## src/ctw_pkg.sv

```systemverilog
package ctw_pkg;

  // screen geometry
  localparam int COLUMNS = 80;
  localparam int ROWS    = 25;
  localparam int CELLS   = ROWS * COLUMNS;
  localparam int ADDR_W  = $clog2(CELLS);

  // field widths
  localparam int MODE_W = 3;
  localparam int CHAR_W = 8;
  localparam int ATTR_W = 8;
  localparam int HEX_W  = 32;
  localparam int ROW_W  = 5;
  localparam int COL_W  = 7;
  localparam int HIDX_W = 4;

  // mode codes
  localparam logic [MODE_W-1:0] MODE_PUT   = 3'd0;
  localparam logic [MODE_W-1:0] MODE_DEL   = 3'd1;
  localparam logic [MODE_W-1:0] MODE_TAB   = 3'd2;
  localparam logic [MODE_W-1:0] MODE_CLEAR = 3'd3;
  localparam logic [MODE_W-1:0] MODE_HEX   = 3'd4;
  localparam logic [MODE_W-1:0] MODE_READ  = 3'd5;

  // character and attribute constants
  localparam logic [CHAR_W-1:0] NUL_CHAR     = 8'h00;
  localparam logic [CHAR_W-1:0] NEWLINE_CHAR = 8'h0A;
  localparam logic [CHAR_W-1:0] BLANK_CHAR   = 8'h20;
  localparam logic [CHAR_W-1:0] ZERO_CHAR    = 8'h30;
  localparam logic [CHAR_W-1:0] X_CHAR       = 8'h78;
  localparam logic [ATTR_W-1:0] RESET_ATTR   = 8'h0F;
  localparam int                TAB_STEP     = 8;
  localparam int                HEX_CHARS    = 10;

  typedef logic [ADDR_W-1:0] addr_t;

  localparam logic [ROW_W-1:0]  LAST_ROW  = ROW_W'(ROWS - 1);
  localparam logic [COL_W-1:0]  LAST_COL  = COL_W'(COLUMNS - 1);
  localparam addr_t             LAST_CELL = ADDR_W'(CELLS - 1);
  localparam addr_t             KEEP_LAST = ADDR_W'((ROWS - 1) * COLUMNS - 1);
  localparam logic [HIDX_W-1:0] HEX_LAST  = HIDX_W'(HEX_CHARS - 1);
  localparam logic [HIDX_W-1:0] HIDX_X    = HIDX_W'(1);

  typedef struct packed {
    logic [ATTR_W-1:0] attr;
    logic [CHAR_W-1:0] chr;
  } cell_t;

  typedef struct packed {
    logic [MODE_W-1:0] mode;
    logic [CHAR_W-1:0] char_code;
    logic [HEX_W-1:0]  hex_value;
    logic [ROW_W-1:0]  read_row;
    logic [COL_W-1:0]  read_col;
  } cmd_t;

  typedef struct packed {
    logic [CHAR_W-1:0] cell_char;
    logic [ATTR_W-1:0] cell_attr;
    logic [COL_W-1:0]  cursor_col;
    logic [ROW_W-1:0]  cursor_row;
  } rsp_t;

  typedef struct packed {
    logic  en;
    addr_t addr;
    cell_t data;
  } ram_wr_t;

  typedef enum logic [3:0] {
    S_CLR,
    S_IDLE,
    S_PUT,
    S_STEP,
    S_DEL,
    S_DELW,
    S_TAB,
    S_SCR_RD,
    S_SCR_WR,
    S_BLANK,
    S_RD,
    S_RDW,
    S_OUT
  } state_t;

  // uppercase hex digit for one nibble
  function automatic logic [CHAR_W-1:0] hex_char(input logic [3:0] d);
    logic [CHAR_W-1:0] r;
    if (d < 4'd10) begin
      r = ZERO_CHAR + {4'h0, d};
    end else begin
      r = 8'h37 + {4'h0, d};
    end
    return r;
  endfunction

endpackage

```

## src/ctw_addr_unit.sv

```systemverilog
module ctw_addr_unit (
  input  logic [ctw_pkg::ROW_W-1:0] row,
  input  logic [ctw_pkg::COL_W-1:0] col,
  output ctw_pkg::addr_t            addr
);
  import ctw_pkg::*;

  localparam int PROD_W = ROW_W + $clog2(COLUMNS) + 1;

  logic [PROD_W-1:0] prod;

  // linear cell index, row major
  assign prod = PROD_W'(row) * PROD_W'(COLUMNS) + PROD_W'(col);
  assign addr = prod[ADDR_W-1:0];

endmodule

```

## src/ctw_seq.sv

```systemverilog
module ctw_seq (
  input  logic                       clk,
  input  logic                       rst,
  input  logic [ctw_pkg::ATTR_W-1:0] fill_attr,
  input  logic                       cmd_valid,
  output logic                       cmd_ready,
  input  ctw_pkg::cmd_t              cmd_data,
  output logic                       rsp_valid,
  input  logic                       rsp_ready,
  output ctw_pkg::rsp_t              rsp_data,
  output ctw_pkg::ram_wr_t           ram_wr,
  output ctw_pkg::addr_t             ram_raddr,
  input  ctw_pkg::cell_t             ram_rdata
);
  import ctw_pkg::*;

  state_t              state, state_next;
  logic [ROW_W-1:0]    row, row_next;
  logic [COL_W-1:0]    col, col_next;
  addr_t               sweep, sweep_next;
  logic [HIDX_W-1:0]   hidx, hidx_next;
  logic [HEX_W-1:0]    hexv, hexv_next;
  logic [MODE_W-1:0]   mode_r, mode_r_next;
  logic [CHAR_W-1:0]   ch_r, ch_r_next;
  logic [ROW_W-1:0]    rrow, rrow_next;
  logic [COL_W-1:0]    rcol, rcol_next;
  logic [ATTR_W-1:0]   clr_attr, clr_attr_next;
  logic                clr_op, clr_op_next;
  logic [CHAR_W-1:0]   cell_char, cell_char_next;
  logic [ATTR_W-1:0]   cell_attr, cell_attr_next;
  logic                rsp_valid_next;
  rsp_t                rsp_data_next;

  logic [ROW_W-1:0]    au_row;
  logic [COL_W-1:0]    au_col;
  addr_t               au_addr;
  logic [CHAR_W-1:0]   cur_char;
  logic [COL_W:0]      tab_sum;
  logic                rd_in_range;

  // shared address unit
  ctw_addr_unit u_addr (
    .row  (au_row),
    .col  (au_col),
    .addr (au_addr)
  );

  // character emitted in the put state
  always_comb begin
    if (mode_r == MODE_HEX) begin
      if (hidx == '0) begin
        cur_char = ZERO_CHAR;
      end else if (hidx == HIDX_X) begin
        cur_char = X_CHAR;
      end else begin
        cur_char = hex_char(hexv[HEX_W-1 -: 4]);
      end
    end else begin
      cur_char = ch_r;
    end
  end

  assign tab_sum     = {1'b0, col} + (COL_W+1)'(TAB_STEP);
  assign rd_in_range = (rrow <= LAST_ROW) && (rcol <= LAST_COL);

  // next state and register updates
  always_comb begin
    logic do_nl;
    do_nl          = 1'b0;
    state_next     = state;
    row_next       = row;
    col_next       = col;
    sweep_next     = sweep;
    hidx_next      = hidx;
    hexv_next      = hexv;
    mode_r_next    = mode_r;
    ch_r_next      = ch_r;
    rrow_next      = rrow;
    rcol_next      = rcol;
    clr_attr_next  = clr_attr;
    clr_op_next    = clr_op;
    cell_char_next = cell_char;
    cell_attr_next = cell_attr;
    rsp_valid_next = rsp_valid && !rsp_ready;
    rsp_data_next  = rsp_data;

    case (state)
      S_CLR: begin
        if (sweep == LAST_CELL) begin
          sweep_next = '0;
          state_next = clr_op ? S_OUT : S_IDLE;
        end else begin
          sweep_next = sweep + 1'b1;
        end
      end
      S_IDLE: begin
        if (cmd_valid) begin
          mode_r_next    = cmd_data.mode;
          ch_r_next      = cmd_data.char_code;
          hexv_next      = cmd_data.hex_value;
          rrow_next      = cmd_data.read_row;
          rcol_next      = cmd_data.read_col;
          cell_char_next = '0;
          cell_attr_next = '0;
          hidx_next      = '0;
          case (cmd_data.mode)
            MODE_PUT: state_next = S_PUT;
            MODE_DEL: state_next = S_DEL;
            MODE_TAB: state_next = S_TAB;
            MODE_CLEAR: begin
              clr_attr_next = fill_attr;
              clr_op_next   = 1'b1;
              sweep_next    = '0;
              row_next      = '0;
              col_next      = '0;
              state_next    = S_CLR;
            end
            MODE_HEX: state_next = S_PUT;
            MODE_READ: state_next = S_RD;
            default: state_next = S_OUT;
          endcase
        end
      end
      S_PUT: begin
        if (hidx > HIDX_X) begin
          hexv_next = {hexv[HEX_W-5:0], 4'h0};
        end
        if (cur_char == NUL_CHAR) begin
          state_next = S_OUT;
        end else if (cur_char == NEWLINE_CHAR) begin
          do_nl = 1'b1;
        end else if (col == LAST_COL) begin
          do_nl = 1'b1;
        end else begin
          col_next   = col + 1'b1;
          state_next = S_STEP;
        end
      end
      S_STEP: begin
        if (mode_r == MODE_HEX && hidx != HEX_LAST) begin
          hidx_next  = hidx + 1'b1;
          state_next = S_PUT;
        end else begin
          state_next = S_OUT;
        end
      end
      S_DEL: begin
        if (row == '0 && col == '0) begin
          state_next = S_OUT;
        end else if (col == '0) begin
          col_next   = LAST_COL;
          row_next   = row - 1'b1;
          state_next = S_DELW;
        end else begin
          col_next   = col - 1'b1;
          state_next = S_DELW;
        end
      end
      S_DELW: begin
        state_next = S_OUT;
      end
      S_TAB: begin
        if (tab_sum >= (COL_W+1)'(COLUMNS)) begin
          do_nl = 1'b1;
        end else begin
          col_next   = tab_sum[COL_W-1:0];
          state_next = S_STEP;
        end
      end
      S_SCR_RD: begin
        state_next = S_SCR_WR;
      end
      S_SCR_WR: begin
        sweep_next = sweep + 1'b1;
        state_next = (sweep == KEEP_LAST) ? S_BLANK : S_SCR_RD;
      end
      S_BLANK: begin
        if (sweep == LAST_CELL) begin
          sweep_next = '0;
          state_next = S_STEP;
        end else begin
          sweep_next = sweep + 1'b1;
        end
      end
      S_RD: begin
        state_next = rd_in_range ? S_RDW : S_OUT;
      end
      S_RDW: begin
        cell_char_next = ram_rdata.chr;
        cell_attr_next = ram_rdata.attr;
        state_next     = S_OUT;
      end
      S_OUT: begin
        if (!rsp_valid || rsp_ready) begin
          rsp_valid_next           = 1'b1;
          rsp_data_next.cell_char  = cell_char;
          rsp_data_next.cell_attr  = cell_attr;
          rsp_data_next.cursor_col = col;
          rsp_data_next.cursor_row = row;
          state_next               = S_IDLE;
        end
      end
      default: state_next = S_IDLE;
    endcase

    // newline, scrolling from the bottom row
    if (do_nl) begin
      col_next = '0;
      if (row == LAST_ROW) begin
        sweep_next = '0;
        state_next = S_SCR_RD;
      end else begin
        row_next   = row + 1'b1;
        state_next = S_STEP;
      end
    end
  end

  // outputs: handshake, address unit inputs and memory ports
  always_comb begin
    cmd_ready    = (state == S_IDLE);
    au_row       = row;
    au_col       = col;
    ram_raddr    = au_addr;
    ram_wr.en    = 1'b0;
    ram_wr.addr  = au_addr;
    ram_wr.data  = '{attr: fill_attr, chr: BLANK_CHAR};
    case (state)
      S_CLR: begin
        ram_wr.en   = 1'b1;
        ram_wr.addr = sweep;
        ram_wr.data = '{attr: clr_attr, chr: BLANK_CHAR};
      end
      S_PUT: begin
        ram_wr.en   = (cur_char != NUL_CHAR) && (cur_char != NEWLINE_CHAR);
        ram_wr.data = '{attr: fill_attr, chr: cur_char};
      end
      S_DELW: begin
        ram_wr.en = 1'b1;
      end
      S_SCR_RD: begin
        ram_raddr = sweep + ADDR_W'(COLUMNS);
      end
      S_SCR_WR: begin
        ram_wr.en   = 1'b1;
        ram_wr.addr = sweep;
        ram_wr.data = ram_rdata;
      end
      S_BLANK: begin
        ram_wr.en   = 1'b1;
        ram_wr.addr = sweep;
      end
      S_RD: begin
        au_row = rrow;
        au_col = rcol;
      end
      default: begin
        ram_wr.en = 1'b0;
      end
    endcase
  end

  // control registers
  always_ff @(posedge clk) begin
    if (rst) begin
      state     <= S_CLR;
      row       <= '0;
      col       <= '0;
      sweep     <= '0;
      clr_attr  <= RESET_ATTR;
      clr_op    <= 1'b0;
      rsp_valid <= 1'b0;
    end else begin
      state     <= state_next;
      row       <= row_next;
      col       <= col_next;
      sweep     <= sweep_next;
      clr_attr  <= clr_attr_next;
      clr_op    <= clr_op_next;
      rsp_valid <= rsp_valid_next;
    end
  end

  // payload registers
  always_ff @(posedge clk) begin
    hidx      <= hidx_next;
    hexv      <= hexv_next;
    mode_r    <= mode_r_next;
    ch_r      <= ch_r_next;
    rrow      <= rrow_next;
    rcol      <= rcol_next;
    cell_char <= cell_char_next;
    cell_attr <= cell_attr_next;
    rsp_data  <= rsp_data_next;
  end

`ifndef ASSERT_OFF
  a_reset_clears: assert property (@(posedge clk) rst |=> state == S_CLR)
    else $error("reset did not start the clearing pass");

  a_cursor_range: assert property (@(posedge clk) disable iff (rst)
    row <= LAST_ROW && col <= LAST_COL)
    else $error("cursor outside the screen");

  a_wr_range: assert property (@(posedge clk) disable iff (rst)
    ram_wr.en |-> ram_wr.addr <= LAST_CELL)
    else $error("cell write outside the store");

  a_scroll_src: assert property (@(posedge clk) disable iff (rst)
    state == S_SCR_RD |-> sweep <= KEEP_LAST)
    else $error("scroll read beyond the last row");

  a_rsp_load: assert property (@(posedge clk) disable iff (rst)
    (state == S_OUT && (!rsp_valid || rsp_ready)) |=> rsp_valid && state == S_IDLE)
    else $error("result word not loaded");
`endif

endmodule

```

## config.mk

```make
export PLATFORM = sky130hd
export DESIGN_NAME = ctw_seq
export DESIGN_NICKNAME = d
export VERILOG_FILES = /design/src/ctw_pkg.sv /design/src/ctw_addr_unit.sv /design/src/ctw_seq.sv
export SDC_FILE = /design/constraint.sdc
export NUM_CORES = 1
export LEC_CHECK = 0
export BUFFER_PORTS_ARGS = -buffer_cell sky130_fd_sc_hd__clkbuf_2
export CAP_MARGIN = 20
export CORE_MARGIN = 1.5
export CORE_UTILIZATION = 42
export CTS_BUF_LIST = sky130_fd_sc_hd__clkbuf_2
export CTS_CLUSTER_DIAMETER = 150
export DETAILED_ROUTE_END_ITERATION = 8
export PLACE_DENSITY = 0.63
export REMOVE_ABC_BUFFERS = 1
export SYNTH_ARGS = -nofsm -noshare
export SYNTH_HDL_FRONTEND = slang
export SYNTH_SLANG_ARGS = --single-unit
```

## constraint.sdc

```tcl
create_clock -name clk -period 7.14 [get_ports clk]
set_clock_uncertainty 0.1 [all_clocks]
set_input_delay 1.428 -clock clk [delete_from_list [all_inputs] [get_ports clk]]
set_output_delay 1.428 -clock clk [all_outputs]
set_load 0.05 [all_outputs]
```

==> results.yml, run 1 <==
outcome:
  run_status: "completed"
clock_network:
  clk_path_buf_depth: 2
  cts_setup_buffers: 0
  clock_latency_ns: 0.71
  cts_max_level: 4
  clock_sinks: 140
  cts-resized-gates: 0
  clk_pin_slew_ns: 0.20
  numCtsBuffers: 17
  cts-root-buf: "clkbuf_2"
  cts_tree: "built"
  hold_buffers: 0
worst_setup_path:
  reg2regPathDepth: 5
  path_buf_inv: 2
  setup.worst_path.class: "reg -> out"
  r2r-end: "hidx[2]$_SDFFCE_PN0P_"
  worstSetupEndpointType: "output pin"
  reg2reg_from: "state[0]$_SDFFE_PP0P_"
  crit_start: "state[1]$_SDFFE_PP0P_"
  reg2reg_slack_ns: 3.80
  required_ns: 5.61
  cp_max_fo: 22
  crit_chain: "nor4bb_2, buf_4, mux2_2, ha_1, ha_1, fa_1, xor2_1, o2111ai_1, xor2_1, xnor2_1, o21ai_0, clkbuf_2"
  endpoint: "ram_wr[26]"
  worst_ep_arrival_time_ns: 4.58
  path_depth: 12
  cp-start-kind: "flop"
  max_stage_delay_ns: 0.80
  slowest_stage: "dfxtp_1"
  path_delay_family: "adder cells"
routing:
  drt_iter0_drc: 409
  first_pass_iters: 5
  wirelength_um: 18300
  num_vias: 6155
  drc: 0
  routed_via_density: 5.36
  antenna_left: 0
  wl_per_cell_um: 15.9
yosys:
  synth_edf_count: 103
  synth_cell_types: 72
  yosysTopAreaCell: "edfxtp_1"
  synth_xor_area_share_pct: 2.58
  yosys_most_used_dff: "edfxtp_1"
  syn_inst: 774
  yosysWarnings: 0
  synth_top_family_by_area: "simple AND/OR/NAND/NOR gates"
  synth-simple-area-share_pct: 21.7
  synth_top_area_share_pct: 41.4
  synthAdderAreaFrac_pct: 4.39
  synthMuxAreaShare_pct: 2.65
  ys_ff_latch: 140
  avgSynthCellArea_um2: 9.65
  synth_area_leaders: "edfxtp_1 41%, dfxtp_1 9.9%, nand2_1 7.6%"
  seq_area_frac_synth_pct: 51.3
  async_flop_share_pct: 0
  synth-compound-area-share_pct: 14.2
  netlist_area_um2: 7470
power_and_ir_drop:
  p_per_area_nw_per_um2: 253
  p_sw_mw: 0.830
  ir_worst_vdd_mv: 0.232
  seq_power_share_pct: 46.4
  swShare_pct: 37.5
  cellInternalPower_mw: 1.38
  power.leakage_nw: 3.47
  p_comb_share_pct: 29.1
  p_clk_share_pct: 24.6
cells_and_area:
  utilization_pct: 50.3
  final_common_cell: "clkbuf_2"
  stdcell_count: 1148
  syn2layout_area_growth_pct: 16.9
  nNetsFinal: 1018
  drive_above_1_share_pct: 23.8
  layout_common_cells: "170 x clkbuf_2, 152 x nand2_1, 103 x edfxtp_1"
timing:
  fin_ws_ns: 1.03
  min_period_ns: 6.11
  max-slew-margin-rel_pct: 27.4
  rsz0062_at_grt: "false"
  tightest_slew_ns: 1.09
  setup_violations: 0
  setup_tns_ns: 0
  slew_viol_final: 0
  timing.final.crit_share_pct: 85.6
  max_freq_ghz: 0.164
  whs_ns: 0.345
  final_hold_viol_count: 0
floorplan:
  start_util_pct: 43.1
  die_area_um2: 18600
  die_width_um: 136
  core_um2: 17400
  io_pins: 152
  fp.dieH_um: 136
  num_rows: 48
placement:
  dp_slack_ns: 1.76
  post-place-cells: 1115
  port_buffers: 151
  hpwlAfterDp_um: 13300
  gp_congestion: 0.889
global_routing:
  grt_max_degree: 38
  grt_use_total_pct: 20.1
  grt_pass1_wl_um: 28600
  grt_pass1_vias: 5479
  grt_remaining_overflow: 0
  antenna_found_initial: 1
run:
  maxCapViolCount: 0
hold_path:
  hp-class: "reg -> reg"
## logic make-up after synthesis
logic type               Yosys count
buffers and inverters             62
multiplexers                      19
AND/OR/NAND/NOR                  337
AO/OA/AOI/OAI                    169
XOR/XNOR                          22
adder cells (fa/ha/maj)           25
flip-flops                       140
## synth_stat cells (all sizes together) (3+ instances only)
cell type  number
and3            4
clkbuf         40
nor3b           5
nand3b          9
a22oi           6
nor4            3
o31a            4
nand2b         12
nand3          12
or4             4
o221ai          3
nand2         152
a21oi          62
o221a           3
edfxtp        103
mux2i          13
inv            20
nor2b           7
a211oi          6
dfxtp          37
xnor2          11
o22a            3
o21a            3
a31oi           6
and2           23
nor2           64
nor3           16
ha             23
nand4b          4
or2             5
xor2           11
mux2            6
nor4b           3
o2111ai         3
nand4           4
a311oi          4
o21ai          45
a21o            3
## routing by layer
layer / routed length [um] / global-route usage (%) / vias up
met4: 175 / 5.97 / 0
met3: 1100 / 3.91 / 10
li1: - / - / 3047
met1: 8550 / 28.1 / 2877
met2: 8460 / 31.5 / 221
met5: 0 / 0 / -
## power groups by stage
stage	registers [mW]	logic [mW]	clock network, mW
3_3_place_gp	1.04	0.630	0
5_1_grt	1.04	0.696	0.596
6_report	1.03	0.643	0.544
2_1_floorplan	1.03	0.468	0
4_1_cts	1.03	0.636	0.564
3_5_place_dp	1.04	0.633	0
## cell type report
class / instances / area [um^2]
inverters: 20 / 75.1
fillers: 1683 / 8620
repair buffers: 159 / 828
clock buffers: 19 / 95.1
clock inverters: 12 / 188
flip-flops and latches: 140 / 3830
well taps: 225 / 282
multi-input cells: 572 / 3430
diodes: 1 / 2.50
## metrics by stage
step	total power [mW]	cell area (um^2)
floorplan	1.50	7310
global placement	1.67	8430
detailed placement	1.68	8430
CTS	2.23	8710
global route	2.33	8740
finish	2.21	8740
## registers in the layout (all words and copies together) (netlist names)
name       count
hexv          32
rsp_data      28
sweep         11
cell_attr      8
cell_char      8
ch_r           8
clr_attr       8
col            7
rcol           7
row            5
rrow           5
hidx           4
state          4
mode_r         3
clr_op         1
rsp_valid      1
## worst min path at each step
| stage | startpoint | to | slack (ns) | depth (start not counted) |
|---|---|---|---|---|
| 3_5_place_dp | cell_attr[5]$_SDFFCE_PN0P_ | rsp_data[17]$_DFFE_PP_ | 0.31 | 0 |
| 5_1_grt | cell_char[6]$_SDFFCE_PN0P_ | rsp_data[26]$_DFFE_PP_ | 0.34 | 0 |
| 4_1_cts | cell_char[6]$_SDFFCE_PN0P_ | rsp_data[26]$_DFFE_PP_ | 0.34 | 0 |
| 3_3_place_gp | cell_attr[3]$_SDFFCE_PN0P_ | rsp_data[15]$_DFFE_PP_ | 0.30 | 0 |
| 2_1_floorplan | cell_attr[0]$_SDFFCE_PN0P_ | rsp_data[12]$_DFFE_PP_ | 0.30 | 0 |
| 6_report | cell_char[6]$_SDFFCE_PN0P_ | rsp_data[26]$_DFFE_PP_ | 0.35 | 0 |
(Power assumes the default switching activity.)
==> run 2: changes to the inputs <==
--- a/config.mk
+++ b/config.mk
@@ -7,7 +7,6 @@
 export LEC_CHECK = 0
 export BUFFER_PORTS_ARGS = -buffer_cell sky130_fd_sc_hd__clkbuf_2
 export CAP_MARGIN = 20
-export CORE_MARGIN = 1.5
 export CORE_UTILIZATION = 42
 export CTS_BUF_LIST = sky130_fd_sc_hd__clkbuf_2
 export CTS_CLUSTER_DIAMETER = 150
==> run 2 against run 1 <==
Compared with the run above:
- highest routed layer unchanged
- fmax increased by 0.15%
- worst setup slack better by 0.0091 ns
- flip-flop and latch count is the same
- core utilization down 0.19 points
- sequential share of layout area up 0.17 points
- first-iteration DRC count fell by 19%
- sequential power is essentially flat
- hold slack improved by 0.0033 ns
==> results.yml, run 2 (synthesis gave the netlist of run 1 again) <==
cells_and_area:
  top_register: "hexv"
  syn2layout_area_growth_pct: 16.5
  largest_reg_flops: 32
  drive_above_1_share_pct: 23.7
  largestRegisters: "hexv (32), rsp_data (28), sweep (11)"
  design_area_um2: 8700
  final_common_cell: "clkbuf_2"
  layout_common_cells: "170 x clkbuf_2, 152 x nand2_1, 103 x edfxtp_1"
  n_fill_cell: 1644
  nNetsFinal: 1018
timing:
  tightest_slew_ns: 1.06
  slew_viol_final: 0
  final_hold_viol_count: 0
  setup_violations: 0
  rsz0062_at_grt: "false"
  max_freq_ghz: 0.164
  max-slew-margin-rel_pct: 29.2
  timing.final.crit_share_pct: 85.5
  fin_ws_ns: 1.04
  min_period_ns: 6.10
  setup_tns_ns: 0
hold_path:
  min_from: "cell_attr[7]$_SDFFCE_PN0P_"
  hp-class: "reg -> reg"
  hold_depth: 0
  hold-path-endpoint: "rsp_data[19]$_DFFE_PP_"
routing:
  routed_via_density: 5.34
  routed-wl-met2_um: 8350
  drt_iter0_drc: 330
  antenna_left: 0
  wirelength_um: 18100
  dr.max_layer_used: "met4"
  first_pass_iters: 5
  m1WireLength_um: 8490
  wl_per_cell_um: 15.8
  wl_met3_um: 998
  num_vias: 6143
  drc: 0
worst_setup_path:
  reg2reg_slack_ns: 3.81
  setup.worst_path.class: "reg -> out"
  required_ns: 5.61
  worstSetupEndpointType: "output pin"
  worst_ep_arrival_time_ns: 4.58
  reg2regPathDepth: 5
  cp-start-kind: "flop"
  r2r-end: "hidx[3]$_SDFFCE_PN0P_"
  cp_max_fo: 22
  reg2reg_from: "state[0]$_SDFFE_PP0P_"
placement:
  port_buffers: 151
  dpl-instance-area_um2: 8440
  dp_slack_ns: 1.78
  gp_congestion: 0.887
  hpwlAfterDp_um: 13200
global_routing:
  grt_pass1_vias: 5685
  grt_remaining_overflow: 0
  grt_pass1_wl_um: 28900
  grt_max_degree: 38
  grt_use_total_pct: 20.5
  antenna_found_initial: 2
clock_network:
  cts_max_level: 4
  cts-root-buf: "clkbuf_2"
  hold_buffers: 0
  clk_pin_slew_ns: 0.21
  cts_setup_buffers: 0
  cts-resized-gates: 0
  clk_path_buf_depth: 2
  cts_tree: "built"
  numCtsBuffers: 17
  clock_sinks: 140
  clock_latency_ns: 0.70
floorplan:
  die_area_um2: 18300
  io_pins: 152
  num_rows: 48
  start_util_pct: 43.1
  fp.dieH_um: 135
  core_um2: 17400
  die_width_um: 135
outcome:
  run_status: "completed"
power_and_ir_drop:
  ir_worst_vdd_mv: 0.194
  power.leakage_nw: 3.45
  p_per_area_nw_per_um2: 249
run:
  maxCapViolCount: 0
-- run 2: cell types whose count changed in the layout (fill, tap and decap cells not counted), sizes merged --
cell / change
clkinvlp: +1
clkinv: +3
bufinv: -1
inv: -2
diode: +1
-- run 2: routing by layer --
| layer | global-route usage (%) | vias up |
|---|---|---|
| met5 | 0 | - |
| met3 | 3.70 | 23 |
| met2 | 33.1 | 196 |
| met1 | 27.4 | 2874 |
| li1 | - | 3050 |
| met4 | 7.49 | 0 |
-- run 2: cell type report --
| class | instances | area, um^2 | area share (%) |
|---|---|---|---|
| multi-input combinational | 572 | 3430 | 39.4 |
| sequential | 140 | 3830 | 44.1 |
| inverter | 20 | 75.1 | 0.863 |
| antenna | 2 | 5.00 | 0.0575 |
| timing repair buffer | 159 | 813 | 9.35 |
| clock inverter | 13 | 166 | 1.91 |
| clock buffer | 19 | 95.1 | 1.09 |
| tap | 225 | 282 | 3.24 |
-- run 2: critical path, cell delays in order, from the launching register on --
cell       delay (ns)
dfxtp_1          0.82
nor4bb_2         0.32
buf_4            0.26
mux2_2           0.37
ha_1             0.29
ha_1             0.22
fa_1             0.38
xor2_1           0.24
o2111ai_1        0.17
xor2_1           0.20
xnor2_1          0.15
o21ai_0          0.15
clkbuf_2         0.30
-- run 2: where the power goes --
group | internal, mW | switching (mW) | total (mW)
Clock | 0.201 | 0.303 | 0.504
Combinational | 0.172 | 0.463 | 0.635
Sequential | 0.966 | 0.0586 | 1.02
-- run 2: worst max path at each step --
stage,start,to,slack (ns),depth (start not counted)
4_1_cts,state[1]$_SDFFE_PP0P_,ram_wr[26],0.96,12
2_1_floorplan,state[3]$_SDFFE_PP0P_,ram_wr[26],-0.02,10
3_3_place_gp,state[1]$_SDFFE_PP0P_,ram_raddr[10],1.89,12
5_1_grt,state[1]$_SDFFE_PP0P_,ram_wr[26],0.75,12
3_5_place_dp,state[1]$_SDFFE_PP0P_,ram_wr[26],1.78,12
6_report,state[1]$_SDFFE_PP0P_,ram_wr[26],1.04,12
-- run 2: through the flow --
| stage | cells | hold WS (ns) | utilization [%] | power, mW |
|---|---|---|---|---|
| after CTS | 1148 | 0.349 | 50.1 | 2.18 |
| final | 1150 | 0.349 | 50.1 | 2.16 |
| after global routing | 1150 | 0.344 | 50.1 | 2.28 |
| after floorplan | 732 | 0.300 | - | 1.50 |
| after detailed placement | 1116 | 0.305 | 48.6 | 1.68 |
| after global placement | 1115 | 0.301 | 48.6 | 1.67 |
